## src/hw/rtl/pts_pkg.sv

```systemverilog
package pts_pkg;

	// table geometry
	localparam int MAX_TASKS_DEF = 8;
	localparam int MAX_RESULTS   = 8;

	// operation codes
	localparam logic [2:0] OP_CLEAR    = 3'd0;
	localparam logic [2:0] OP_ADD      = 3'd1;
	localparam logic [2:0] OP_TICK     = 3'd2;
	localparam logic [2:0] OP_DISPATCH = 3'd3;
	localparam logic [2:0] OP_DELETE   = 3'd4;

	// result status codes
	localparam logic [2:0] ST_DONE       = 3'd0;
	localparam logic [2:0] ST_FULL       = 3'd1;
	localparam logic [2:0] ST_BAD_SLOT   = 3'd2;
	localparam logic [2:0] ST_RUN        = 3'd3;
	localparam logic [2:0] ST_NONE_READY = 3'd4;

	// contents of one table slot
	typedef struct packed {
		logic [31:0] delay;
		logic [31:0] period;
		logic [7:0]  pending;
		logic [7:0]  handle;
	} task_t;

	// per-step control handed to the head unit
	typedef struct packed {
		logic [2:0] op;
		logic       in_use;      // slot at the head is below the task count
		logic       is_append;   // slot at the head is the first free one
		logic       after_slot;  // slot at the head is at or past the deleted one
		logic       last_step;   // final step of the walk
		logic       room;        // dispatch may still emit a word
	} walk_ctl_t;

endpackage

```

## src/hw/rtl/pts_cell.sv

```systemverilog
module pts_cell
	import pts_pkg::*;
(
	input  logic  clk,
	input  logic  shift,
	input  task_t d,
	output task_t q
);

	task_t slot_q;

	// take the neighbor's slot on every walk step
	always_ff @(posedge clk) begin
		if (shift) begin
			slot_q <= d;
		end
	end

	assign q = slot_q;

endmodule

```

## src/hw/rtl/pts_head.sv

```systemverilog
module pts_head
	import pts_pkg::*;
(
	input  walk_ctl_t  ctl,
	input  task_t      head,
	input  task_t      next,
	input  task_t      new_task,
	output task_t      push,
	output logic       emit
);

	// update of the slot leaving the head, fed back into the tail
	always_comb begin
		push = head;
		emit = 1'b0;
		unique case (ctl.op)
			OP_TICK: begin
				if (ctl.in_use) begin
					if (head.delay != 32'd0) begin
						push.delay = head.delay - 32'd1;
					end else begin
						push.delay = head.period;
						if (head.pending != 8'hFF) begin
							push.pending = head.pending + 8'd1;
						end
					end
				end
			end
			OP_DISPATCH: begin
				if (ctl.in_use && head.pending != 8'd0 && ctl.room) begin
					emit = 1'b1;
					push.pending = head.pending - 8'd1;
				end
			end
			OP_ADD: begin
				if (ctl.is_append) begin
					push = new_task;
				end
			end
			OP_DELETE: begin
				// from the deleted slot on, each slot takes its successor
				if (ctl.after_slot && !ctl.last_step) begin
					push = next;
				end
			end
			default: begin
			end
		endcase
	end

endmodule

```

## src/hw/rtl/periodic_task_scheduler_table.sv

```systemverilog
// channel | signals                                                   | direction
// in      | in_valid in_ready opcode task_handle initial_delay        | into block
//         | run_period slot_index                                     |
// out     | out_valid out_ready status run_handle run_slot last       | out of block
//
// A walking operation has three parts: accepting the word, MAX_TASKS steps of the slot
// ring past the head unit, and posting the final word. Clear, a full add, a bad delete
// and unknown codes skip the walk and go from accepting straight to posting.
// Reset clears the task count and the handshake state; slot contents are not reset.
// A dispatch walk pauses while a run word waits for a full output register.
// A new word is accepted while the previous result still waits at the output.
module periodic_task_scheduler_table
	import pts_pkg::*;
#(
	parameter int MAX_TASKS = MAX_TASKS_DEF
) (
	input  logic        clk,
	input  logic        arst_n,
	input  logic        in_valid,
	output logic        in_ready,
	input  logic [2:0]  opcode,
	input  logic [7:0]  task_handle,
	input  logic [31:0] initial_delay,
	input  logic [31:0] run_period,
	input  logic [7:0]  slot_index,
	output logic        out_valid,
	input  logic        out_ready,
	output logic [2:0]  status,
	output logic [7:0]  run_handle,
	output logic [2:0]  run_slot,
	output logic        last
);

	localparam int CW = $clog2(MAX_TASKS + 1);
	localparam int SW = (MAX_TASKS > 1) ? $clog2(MAX_TASKS) : 1;
	localparam int RW = $clog2(MAX_RESULTS + 1);

	localparam logic [1:0] S_IDLE = 2'd0;
	localparam logic [1:0] S_WALK = 2'd1;
	localparam logic [1:0] S_DONE = 2'd2;

	logic [1:0]    state_q;
	logic [CW-1:0] count_q;
	logic [SW-1:0] step_q;
	logic [RW-1:0] emitted_q;
	logic          held_valid_q;
	logic [7:0]    held_handle_q;
	logic [2:0]    held_slot_q;
	logic [2:0]    op_q;
	logic [2:0]    fin_q;
	logic [7:0]    slot_q;
	task_t         new_q;

	logic          out_valid_q;
	logic [2:0]    status_q;
	logic [7:0]    run_handle_q;
	logic [2:0]    run_slot_q;
	logic          last_q;

	task_t         cells [MAX_TASKS];
	task_t         push;
	logic          emit;
	walk_ctl_t     ctl;

	logic          in_fire;
	logic          out_free;
	logic          need_push;
	logic          advance;
	logic          shift;
	logic          out_push;
	logic [2:0]    out_status;
	logic [7:0]    out_handle;
	logic [2:0]    out_slot;
	logic          out_last;

	assign in_ready = (state_q == S_IDLE);
	assign in_fire  = in_valid && in_ready;
	assign out_free = !out_valid_q || out_ready;

	// step flags for the head unit
	assign ctl.op         = op_q;
	assign ctl.in_use     = CW'(step_q) < count_q;
	assign ctl.is_append  = CW'(step_q) == count_q;
	assign ctl.after_slot = 8'(step_q) >= slot_q;
	assign ctl.last_step  = step_q == SW'(MAX_TASKS - 1);
	assign ctl.room       = emitted_q < RW'(MAX_RESULTS);

	// a run word already held must leave before a new one is taken
	assign need_push = emit && held_valid_q;
	assign advance   = !need_push || out_free;
	assign shift     = (state_q == S_WALK) && advance;

	// ring of slots, the tail fed from the head unit
	for (genvar i = 0; i < MAX_TASKS; i++) begin : g_cell
		task_t d;
		if (i == MAX_TASKS - 1) begin : g_tail
			assign d = push;
		end else begin : g_mid
			assign d = cells[i+1];
		end
		pts_cell u_cell (
			.clk   (clk),
			.shift (shift),
			.d     (d),
			.q     (cells[i])
		);
	end

	pts_head u_head (
		.ctl      (ctl),
		.head     (cells[0]),
		.next     (cells[1 % MAX_TASKS]),
		.new_task (new_q),
		.push     (push),
		.emit     (emit)
	);

	// word posted to the output register
	always_comb begin
		out_push   = 1'b0;
		out_status = fin_q;
		out_handle = 8'd0;
		out_slot   = 3'd0;
		out_last   = 1'b1;
		if (state_q == S_WALK) begin
			if (need_push && out_free) begin
				out_push   = 1'b1;
				out_status = ST_RUN;
				out_handle = held_handle_q;
				out_slot   = held_slot_q;
				out_last   = 1'b0;
			end
		end else if (state_q == S_DONE && out_free) begin
			out_push = 1'b1;
			if (op_q == OP_DISPATCH) begin
				if (held_valid_q) begin
					out_status = ST_RUN;
					out_handle = held_handle_q;
					out_slot   = held_slot_q;
				end else begin
					out_status = ST_NONE_READY;
				end
			end
		end
	end

	// control state
	always_ff @(posedge clk or negedge arst_n) begin
		if (!arst_n) begin
			state_q      <= S_IDLE;
			count_q      <= '0;
			step_q       <= '0;
			emitted_q    <= '0;
			held_valid_q <= 1'b0;
			out_valid_q  <= 1'b0;
		end else begin
			if (out_push) begin
				out_valid_q <= 1'b1;
			end else if (out_ready) begin
				out_valid_q <= 1'b0;
			end
			unique case (state_q)
				S_IDLE: begin
					if (in_fire) begin
						step_q       <= '0;
						emitted_q    <= '0;
						held_valid_q <= 1'b0;
						unique case (opcode)
							OP_CLEAR: begin
								count_q <= '0;
								state_q <= S_DONE;
							end
							OP_ADD: begin
								state_q <= (count_q < CW'(MAX_TASKS)) ? S_WALK : S_DONE;
							end
							OP_TICK, OP_DISPATCH: begin
								state_q <= S_WALK;
							end
							OP_DELETE: begin
								state_q <= (slot_index < 8'(count_q)) ? S_WALK : S_DONE;
							end
							default: begin
								state_q <= S_DONE;
							end
						endcase
					end
				end
				S_WALK: begin
					if (advance) begin
						step_q <= step_q + SW'(1);
						if (emit) begin
							held_valid_q <= 1'b1;
							emitted_q    <= emitted_q + RW'(1);
						end
						if (ctl.last_step) begin
							state_q <= S_DONE;
						end
					end
				end
				S_DONE: begin
					if (out_free) begin
						state_q      <= S_IDLE;
						held_valid_q <= 1'b0;
						if (op_q == OP_ADD && fin_q == ST_DONE) begin
							count_q <= count_q + CW'(1);
						end else if (op_q == OP_DELETE && fin_q == ST_DONE) begin
							count_q <= count_q - CW'(1);
						end
					end
				end
				default: begin
					state_q <= S_IDLE;
				end
			endcase
		end
	end

	// operands of the current operation and output payload
	always_ff @(posedge clk) begin
		if (in_fire) begin
			op_q           <= opcode;
			slot_q         <= slot_index;
			new_q.handle   <= task_handle;
			new_q.delay    <= initial_delay;
			new_q.period   <= run_period;
			new_q.pending  <= 8'd0;
			if (opcode == OP_ADD && count_q >= CW'(MAX_TASKS)) begin
				fin_q <= ST_FULL;
			end else if (opcode == OP_DELETE && slot_index >= 8'(count_q)) begin
				fin_q <= ST_BAD_SLOT;
			end else begin
				fin_q <= ST_DONE;
			end
		end
		if (shift && emit) begin
			held_handle_q <= cells[0].handle;
			held_slot_q   <= 3'(step_q);
		end
		if (out_push) begin
			status_q     <= out_status;
			run_handle_q <= out_handle;
			run_slot_q   <= out_slot;
			last_q       <= out_last;
		end
	end

	assign out_valid  = out_valid_q;
	assign status     = status_q;
	assign run_handle = run_handle_q;
	assign run_slot   = run_slot_q;
	assign last       = last_q;

	// checks
	a_count_range: assert property (@(posedge clk) disable iff (!arst_n)
		count_q <= CW'(MAX_TASKS))
		else $error("task count beyond table size");

	a_emit_limit: assert property (@(posedge clk) disable iff (!arst_n)
		emitted_q <= RW'(MAX_RESULTS))
		else $error("too many run words in one dispatch");

	a_held_only_dispatch: assert property (@(posedge clk) disable iff (!arst_n)
		held_valid_q |-> op_q == OP_DISPATCH)
		else $error("run word held outside a dispatch");

	a_run_only_dispatch: assert property (@(posedge clk) disable iff (!arst_n)
		out_push && out_status == ST_RUN |-> op_q == OP_DISPATCH)
		else $error("run word posted outside a dispatch");

	a_walk_ends: assert property (@(posedge clk) disable iff (!arst_n)
		state_q == S_WALK && advance && ctl.last_step |=> state_q == S_DONE)
		else $error("walk did not end after the last step");

endmodule
```

## config.mk

```make
export PLATFORM = sky130hd
export DESIGN_NAME = periodic_task_scheduler_table
export DESIGN_NICKNAME = d
export VERILOG_FILES = /design/src/hw/rtl/pts_pkg.sv /design/src/hw/rtl/pts_cell.sv /design/src/hw/rtl/pts_head.sv /design/src/hw/rtl/periodic_task_scheduler_table.sv
export SDC_FILE = /design/constraint.sdc
export NUM_CORES = 1
export LEC_CHECK = 0
export ABC_AREA = 1
export BUFFER_PORTS_ARGS = -buffer_cell sky130_fd_sc_hd__buf_4
export CAP_MARGIN = 20
export CORE_ASPECT_RATIO = 0.75
export CORE_MARGIN = 1.5
export CORE_UTILIZATION = 36
export CTS_BUF_LIST = sky130_fd_sc_hd__clkbuf_16
export DETAILED_ROUTE_END_ITERATION = 16
export SKIP_LAST_GASP = 1
export SYNTH_ARGS = -nofsm -noshare
export SYNTH_HDL_FRONTEND = slang
export SYNTH_SLANG_ARGS = --single-unit
```

## constraint.sdc

```tcl
create_clock -name clk -period 21.6 [get_ports clk]
set_input_delay 1.08 -clock clk [delete_from_list [all_inputs] [get_ports clk]]
set_output_delay 1.08 -clock clk [all_outputs]
set_load 0.02 [all_outputs]
```

==> results.json, run 1 <==
{
  "outcome": "complete, no violations",
  "die_x_um": 325,
  "netlist_instances": 1847,
  "die_y_um": 245,
  "area_delta_synth_final_pct": 15.9,
  "r2r_cells": 14,
  "ioPinCount": 104,
  "gr-usage-all-layers_pct": 14.7,
  "leakage_nw": 11.5,
  "antenna_cells": 0,
  "syn_nets": 1955,
  "grt_pass1_vias": 14200,
  "holdBufCountCts": 0,
  "synth_top_cell_by_area": "edfxtp_1",
  "antenna_found_initial": 1,
  "grt_pass1_wl_um": 88700,
  "path_clk_slew_ps": 60,
  "place_congestion": 0.874,
  "fmax_mhz": 166,
  "grt_max_degree": 164,
  "post-route-period-util_pct": 27.9,
  "maxSlewHeadroom_pct": 23.1,
  "synth_top_area_share_pct": 80.5,
  "instances_no_fill": 3095,
  "wl_um": 58200,
  "worstSkewPairLatency_ps": 620,
  "critical_path_class": "reg -> reg",
  "cts_tree": "yes",
  "critPathBufInv": 7,
  "synth_top_family_by_area": "simple AND/OR/NAND/NOR gates",
  "drv_cap": 0,
  "synthTopCellsByArea": "edfxtp_1 (80%), nand2_1 (5.5%), nand3_1 (2.1%), nor2_1 (1.6%), inv_1 (1.5%)",
  "synthAdderAreaFrac_pct": 0.964,
  "setup_total_negative_slack_ps": 0,
  "critPathCaptureType": "flop",
  "final_layout_size_suffix_gt1_share_pct": 13.2,
  "drt_iter0_drc": 1819,
  "start_util_pct": 36.4,
  "cts_buffers": 76,
  "num_rows": 88,
  "synthArstFlopShare_pct": 1.96,
  "gr-total-overflow": 0,
  "period_needed_ps": 6030,
  "post_cts_resized": 0,
  "syn_area_um2": 28000,
  "power_density_nw_per_um2": 133,
  "place_hpwl_um": 36100,
  "worstPathMaxFanout": 163,
  "cp.depth": 14,
  "rsz0062_at_grt": "no",
  "cts_root_buffer": "clkbuf_16",
  "startpoint_type": "flop",
  "fin_worst_skew_ps": 26.6,
  "yosysWarnings": 0,
  "cp.arrival_ps": 6270,
  "tightest_slew_ps": 1150,
  "port_buffers": 103,
  "cts_setup_buffers": 0,
  "synth_seq_cells": 766,
  "synth_compound_area_share_pct": 3.08,
  "crit_slowest_cell": "buf_4",
  "wire_per_inst_um": 18.8,
  "ys_types": 49,
  "synth_flop_cell": "edfxtp_1",
  "core_um2": 77000,
  "via_per_inst": 4.75,
  "cpMostUsedCell": "buf_4",
  "finalSetupViolations": 0,
  "synth_xor_area_share_pct": 0.625,
  "seq_area_frac_synth_pct": 81.8,
  "dieArea_um2": 79500,
  "syn_avg_cell_area_um2": 15.2,
  "slowest_delay_ps": 860,
  "ant_nets": 0,
  "synthTopCellsByCount": "edfxtp_1 (751), nand2_1 (410), nor2_1 (122)",
  "first_pass_iters": 6,
  "hp-class": "in -> async",
  "finalHoldViolCount": 0,
  "numClockSinks": 766,
  "yosysMostFrequentCell": "edfxtp_1",
  "clock_path_buffers": 3,
  "synth-simple-area-share_pct": 11.2,
  "dp.cells": 2955,
  "vdd_ir_drop_max_uv": 64.0,
  "synth-edff-count": 751,
  "cp.required_ps": 21840,
  "dr_total_vias": 14700,
  "path_delay_family": "buffers and inverters",
  "drc": 0,
  "htree_levels": 3,
  "crit_chain": "inv_1 -> ha_1 -> inv_1 -> o21bai_1 -> a21oi_4 -> buf_4 -> nand2_1 -> nor2_2 -> nand2_1 -> nand2_1 -> inv_8 -> buf_4 -> buf_4 -> buf_4",
  "slew_violations": 0,
  "synthMuxAreaShare_pct": 0,
  "nNetsFinal": 2108
}
-- final timing paths --
kind	end	from	slack, ps
max in group asynchronous	count_q[3]	arst_n	21070
worst max-delay path	g_cell[2].u_cell.q[76]	count_q[1]	15570
worst max register to register	g_cell[2].u_cell.q[76]	count_q[1]	15570
min in group clk	g_cell[4].u_cell.q[50]	g_cell[5].u_cell.q[50]	400
worst min register to register	g_cell[4].u_cell.q[50]	g_cell[5].u_cell.q[50]	400
worst min-delay path	count_q[0]	arst_n	320
-- worst register-to-register path: stages, from the launching register on --
cell	delay (ps)
dfrtp_1	400
inv_1	100
ha_1	300
inv_1	40
o21bai_1	250
a21oi_4	80
buf_4	300
nand2_1	270
nor2_2	90
nand2_1	70
nand2_1	140
inv_8	680
buf_4	1090
buf_4	940
buf_4	880
-- state kept, by name (all words and copies together) (netlist names), 2 cells and up --
register         count
g_cell.u_cell.q    640
new_q               72
held_handle_q        8
run_handle           8
slot_q               8
count_q              4
emitted_q            4
held_slot_q          3
op_q                 3
run_slot             3
status               3
step_q               3
fin_q                2
state_q              2
-- where the power goes --
group,leakage [nW],internal [mW],switching [mW],total [mW]
Combinational,3.08,0.142,0.471,0.613
Clock,1.25,0.739,0.553,1.29
Sequential,7.17,2.23,0.180,2.41
-- kinds of logic (layout without fill, tap and decap cells) --
kind of cell	Yosys count	count (layout)
DFF	766	766
and+or+nand+nor	725	725
buffers and inverters	161	374
AOI/OAI and AO/OA	154	154
adders and majority gates	21	21
xor gates and xnor gates	20	20
-- layout by cell type, fill, tap and decap left out, drive strengths merged --
cell type / Yosys / final
ha: 20 / 20
xnor2: 2 / 2
xor2: 18 / 18
bufinv: 0 / 6
nor2: 137 / 137
nor3: 13 / 13
inv: 117 / 135
clkinv: 1 / 34
a21boi: 2 / 2
nor4: 1 / 1
a21oi: 45 / 45
o211ai: 13 / 13
nand3: 122 / 122
a21o: 2 / 2
clkinvlp: 0 / 2
o31ai: 1 / 1
nand4: 24 / 24
nand3b: 7 / 7
a211oi: 2 / 2
o21ai: 80 / 80
or2: 3 / 3
clkbuf: 12 / 79
a31oi: 2 / 2
edfxtp: 751 / 751
nand2: 418 / 418
dfrtp: 15 / 15
o21bai: 2 / 2
buf: 31 / 118
fa: 1 / 1
a22oi: 2 / 2
o22ai: 2 / 2
o21a: 1 / 1
-- per-layer routing --
| metal | routed length (um) | track usage [%] | share of wire [%] | vias to the layer above |
|---|---|---|---|---|
| met4 | 1240 | 3.94 | 2.1 | 0 |
| met2 | 23800 | 19.8 | 41 | 405 |
| met3 | 3770 | 3.59 | 6.5 | 91 |
| met5 | 0 | 0 | 0 | - |
| met1 | 29400 | 23.3 | 51 | 7249 |
| li1 | - | - | - | 6945 |
-- cell type report --
class | count | area [um2]
Timing Repair Buffer | 118 | 918
Sequential cell | 766 | 22900
Multi-Input combinational cell | 920 | 4450
Clock buffer | 79 | 1980
Inverter | 118 | 453
Tap cell | 1035 | 1290
Clock inverter | 59 | 473
Fill cell | 6934 | 44500
-- metrics by stage --
stage                     hold WS [ps]  area, um2  setup WS [ps]  utilization, %  total power, mW
final                              321      32500          15570            42.2             4.32
after detailed placement           405      30000          15340            39.0             3.05
after global placement             400      30000          15590            39.0             3.03
after global routing               299      32500          15120            42.2             4.54
after CTS                          286      32400          15360            42.2             4.37
after floorplan                    400      28000           6860               -             2.98
Power figures use the tool's default switching activity.
==> inputs of run 2 (changes only) <==
==> constraint.sdc (replaced) <==
create_clock -name clk -period 5.84 [get_ports clk]
set_input_delay 0.292 -clock clk [delete_from_list [all_inputs] [get_ports clk]]
set_output_delay 0.292 -clock clk [all_outputs]
set_load 0.02 [all_outputs]
==> results.json, run 2 (same netlist as run 1, synthesis figures left out) <==
{
  "outcome": "complete, no violations",
  "cp.required_ps": 5960,
  "place_congestion": 0.856,
  "top_layer": "met4",
  "num_rows": 88,
  "path_delay_family": "buffers and inverters",
  "internal_power_mw": 11.8,
  "vdd_ir_drop_max_uv": 315,
  "power_density_nw_per_um2": 488,
  "ff_latch_area_um2": 22900,
  "post-route-period-util_pct": 65.5,
  "seqPwrFrac_pct": 54.7,
  "largest_register_ffs": 640,
  "port_buffers": 103,
  "place_area_um2": 30100,
  "maxSlewHeadroom_pct": 13.8,
  "cpMostUsedCell": "nand2_2",
  "worstPathMaxFanout": 215,
  "wirelength_met1_um": 29600,
  "p_sw_share_pct": 27.9,
  "place_hpwl_um": 37100,
  "critPathBufInv": 4,
  "fin_worst_skew_ps": 35.0,
  "finalHoldViolCount": 0,
  "final_layout_size_suffix_gt1_share_pct": 13.1,
  "clock_path_buffers": 3,
  "drc": 0,
  "final_common_cell": "edfxtp_1",
  "antenna_cells": 0,
  "ant_nets": 0,
  "area_delta_synth_final_pct": 19.7,
  "start_util_pct": 36.4,
  "drt_iter0_drc": 1498,
  "leakage_nw": 11.9,
  "pwr-share-comb_pct": 14.4,
  "crit_chain": "ha_4 -> inv_2 -> o21bai_4 -> a21oi_4 -> buf_4 -> nand2_2 -> nor2_4 -> nand2_1 -> nand2_2 -> clkinvlp_4 -> buf_12",
  "cts_tree": "yes",
  "timing.hold.ws_ps": 34.1,
  "multi_input_area_um2": 4480,
  "tightest_slew_ps": 1290,
  "cts_root_buffer": "clkbuf_16",
  "crit_slowest_cell": "dfrtp_1",
  "path_clk_slew_ps": 60,
  "p_clk_share_pct": 31.0,
  "gr-usage-all-layers_pct": 14.8,
  "fillCellCount": 6748,
  "drv_cap": 0,
  "layout_common_cells": "edfxtp_1 (751), nand2_1 (408), inv_1 (120), nand3_1 (120), nor2_1 (119)",
  "fin_ws_ps": 2020,
  "dp.cells": 2955,
  "slew_violations": 0,
  "nNetsFinal": 2190,
  "cp.arrival_ps": 3940,
  "antenna_found_initial": 2,
  "via_per_inst": 4.78,
  "rsz0062_at_grt": "no",
  "htree_levels": 3,
  "critPathCaptureType": "flop",
  "die_y_um": 245,
  "wl_met3_um": 3420,
  "startpoint_type": "flop",
  "final_area_um2": 33600,
  "period_needed_ps": 3820,
  "slowest_delay_ps": 510,
  "core_um2": 77000,
  "numClockSinks": 766,
  "critical_path_class": "reg -> reg",
  "dr_total_vias": 15200,
  "pre_cts_ws_ps": 2230,
  "first_pass_iters": 5,
  "hp-class": "in -> reg",
  "instances_no_fill": 3180,
  "grt_pass1_vias": 14800,
  "wire_per_inst_um": 18.5,
  "fmax_mhz": 262,
  "p_sw_mw": 4.56,
  "worstSkewPairLatency_ps": 630,
  "ioPinCount": 104,
  "die_x_um": 325,
  "dieArea_um2": 79500,
  "wl_um": 58800,
  "finalSetupViolations": 0,
  "wl_met2_um": 24500,
  "gr-total-overflow": 0,
  "grt_pass1_wl_um": 90000,
  "grt_max_degree": 216,
  "cts_buffers": 75
}
[run 2: repair_timing]
action | 4_1_cts | 5_1_grt
hold endpoints to repair | 99 | 0
endpoints found under the setup margin | 0 | 0
hold buffers | 84 | 0
buffers inserted | 0 | 0
gates resized for setup | 0 | 0
[run 2: layer usage]
metal  GRT usage [%]  vias to the layer above
li1                -                     7097
met1            23.7                     7583
met2            20.4                      439
met3            2.46                       87
met4            4.58                        0
met5               0                        -
[run 2: cell type report]
cell class | count | area share, %
tap | 1035 | 3.86
clock buffer | 77 | 5.74
inverter | 118 | 1.34
clock inverter | 63 | 2.04
sequential | 766 | 68.3
timing repair buffer | 201 | 5.33
multi-input combinational | 920 | 13.4
[run 2: worst paths after layout]
kind | start | endpoint | cells past startpoint | slack (ps)
setup / recovery | step_q[1] | g_cell[4].u_cell.q[67] | 11 | 2020
hold / removal | out_ready | out_valid | 4 | 30
setup reg to reg | step_q[1] | g_cell[4].u_cell.q[67] | 11 | 2020
hold reg to reg | g_cell[7].u_cell.q[24] | g_cell[6].u_cell.q[24] | 0 | 400
max in group asynchronous | arst_n | emitted_q[1] | 2 | 5570
min in group asynchronous | arst_n | count_q[0] | 2 | 70
[run 2: worst register-to-register path, cell delays in order (launching register included)]
cell	delay, ps
dfrtp_1	510
ha_4	260
inv_2	70
o21bai_4	90
a21oi_4	150
buf_4	450
nand2_2	220
nor2_4	170
nand2_1	80
nand2_2	90
clkinvlp_4	430
buf_12	440
[run 2: power by group through the flow]
stage,logic [mW],registers [mW],clock network (mW)
detailed placement,2.31,9.04,0
floorplan,1.51,8.83,0
global route,2.63,9.10,5.39
finish,2.35,8.94,5.06
global placement,2.25,8.99,0
CTS,2.36,8.97,5.18
[run 2: per-stage QoR]
stage | power, mW | setup TNS (ps) | utilization, %
floorplan | 10.3 | -3608550 | -
global placement | 11.2 | 0 | 39.0
detailed placement | 11.3 | 0 | 39.1
CTS | 16.5 | 0 | 43.6
global route | 17.1 | 0 | 43.6
finish | 16.4 | 0 | 43.6
==> inputs of run 3 (changes only) <==
==> constraint.sdc (replaced) <==
create_clock -name clk -period 3.46 [get_ports clk]
set_input_delay 0.173 -clock clk [delete_from_list [all_inputs] [get_ports clk]]
set_output_delay 0.173 -clock clk [all_outputs]
set_load 0.02 [all_outputs]
==> results.json, run 3 (same netlist as run 1, synthesis figures left out) <==
{
  "outcome": "complete, no violations",
  "first_pass_iters": 5,
  "pre_cts_ws_ps": 532,
  "fin_ws_ps": 535,
  "drc": 0,
  "dr_total_vias": 15100,
  "post-route-period-util_pct": 84.5,
  "core_um2": 77000,
  "pwr-share-comb_pct": 15.1,
  "finalSetupViolations": 0,
  "die_x_um": 325,
  "gr-usage-all-layers_pct": 14.5,
  "critPathCaptureType": "flop",
  "place_congestion": 0.873,
  "die_y_um": 245,
  "startpoint_type": "flop",
  "power_density_nw_per_um2": 809,
  "r2r_setup_slack_ps": 530,
  "hp-class": "in -> reg",
  "place_area_um2": 30300,
  "cts_tree": "yes",
  "drv_cap": 0,
  "start_util_pct": 36.4,
  "drt_iter0_drc": 1363,
  "cts_setup_buffers": 0,
  "port_buffers": 103,
  "final_area_um2": 33600,
  "worstPathMaxFanout": 38,
  "clock_path_buffers": 3,
  "crit_slowest_cell": "dfrtp_1",
  "place_hpwl_um": 36600,
  "dp.cells": 2971,
  "gr-total-overflow": 0,
  "cp.required_ps": 3840,
  "fmax_mhz": 342,
  "vdd_ir_drop_max_uv": 456,
  "wire_per_inst_um": 18.0,
  "nNetsFinal": 2209,
  "path_clk_slew_ps": 60,
  "p_sw_mw": 7.58,
  "ioPinCount": 104,
  "seqPwrFrac_pct": 55.2,
  "cts_root_buffer": "clkbuf_16",
  "largest_register_ffs": 640,
  "final_layout_size_suffix_gt1_share_pct": 13.7,
  "cp.arrival_ps": 3300,
  "num_rows": 88,
  "path_delay_family": "simple AND/OR/NAND/NOR gates",
  "antenna_found_initial": 0,
  "instances_no_fill": 3196,
  "period_needed_ps": 2930,
  "htree_levels": 3,
  "worstSkewPairLatency_ps": 630,
  "layout_common_cells": "edfxtp_1 (751), nand2_1 (408), nand3_1 (120), buf_4 (120)",
  "p_clk_share_pct": 29.8,
  "area_delta_synth_final_pct": 20.1,
  "cts_buffers": 76,
  "grt_pass1_wl_um": 88300,
  "slew_violations": 0,
  "multi_input_area_um2": 4480,
  "via_per_inst": 4.71,
  "internal_power_mw": 19.6,
  "slowest_delay_ps": 460,
  "ff_latch_area_um2": 22900,
  "wl_um": 57600,
  "finalHoldViolCount": 0,
  "crit_chain": "ha_1 -> ha_1 -> nor2_1 -> nand2_1 -> nor3_2 -> nand2_1 -> nand2_1 -> nand2_1 -> buf_4 -> nor2_1 -> nand3_1 -> nand2_1 -> nand2_1",
  "ant_nets": 0,
  "critical_path_class": "reg -> reg",
  "p_sw_share_pct": 27.8,
  "fillCellCount": 6827,
  "fin_worst_skew_ps": 33.3,
  "final_common_cell": "edfxtp_1",
  "grt_pass1_vias": 14600,
  "critPathBufInv": 1,
  "grt_max_degree": 83,
  "cpMostUsedCell": "nand2_1",
  "leakage_nw": 12.0,
  "maxSlewHeadroom_pct": 48.7,
  "rsz0062_at_grt": "no",
  "numClockSinks": 766,
  "tightest_slew_ps": 766,
  "dieArea_um2": 79500
}
[run 3: path summary, 6_finish.rpt]
path / start / depth (start not counted) / to
setup / recovery: step_q[1] / 13 / g_cell[7].u_cell.q[15]
hold / removal: run_period[26] / 2 / new_q[42]
setup reg to reg: step_q[1] / 13 / g_cell[7].u_cell.q[15]
hold reg to reg: g_cell[3].u_cell.q[63] / 0 / g_cell[2].u_cell.q[63]
max in group asynchronous: arst_n / 3 / count_q[3]
min in group asynchronous: arst_n / 3 / state_q[0]
[run 3: worst register-to-register path: cells and delay by family, from the launching register on]
family / cells / cell delay, ps
buffers and inverters: 1 / 290
DFF: 1 / 460
and+or+nand+nor: 10 / 1520
adders and majority gates: 2 / 420
[run 3: through the flow]
step	total power, mW	hold WS (ps)	util [%]	TNS [ps]
finish	27.2	253	43.7	0
detailed placement	19.2	52.1	39.4	0
global placement	19.0	48.5	39.4	0
floorplan	15.2	-123	-	-5136510
global route	28.5	229	43.7	0
CTS	27.6	203	43.7	0
[run 3: layout make-up]
cell class / count / area share [%]
Antenna cell: 1 / 0.00744
Clock buffer: 77 / 5.73
Clock inverter: 60 / 1.66
Inverter: 118 / 1.33
Multi-Input combinational cell: 920 / 13.3
Sequential cell: 766 / 68.1
Tap cell: 1035 / 3.85
Timing Repair Buffer: 219 / 5.98
[run 3: power by group through the flow]
| stage | clock network, mW | registers [mW] | logic [mW] |
|---|---|---|---|
| 2_1_floorplan | 0 | 13.3 | 1.95 |
| 3_3_place_gp | 0 | 15.1 | 3.93 |
| 3_5_place_dp | 0 | 15.2 | 4.04 |
| 4_1_cts | 8.35 | 15.1 | 4.14 |
| 5_1_grt | 8.66 | 15.3 | 4.55 |
| 6_report | 8.11 | 15.0 | 4.10 |
[run 3: what timing repair did]
item	in CTS	in global routing
setup endpoints to repair	0	0
endpoints found under the hold margin	106	0
gates resized for setup	0	0
hold buffers	87	0
[run 3: per-layer routing]
layer	global-route usage [%]	share of wire, %	wire length, um	vias to the layer above
li1	-	-	-	7145
met1	23.2	52	29700	7471
met2	19.9	42	24100	358
met3	2.93	4.8	2780	77
met4	3.94	1.9	1080	0
met5	0	0	0	-
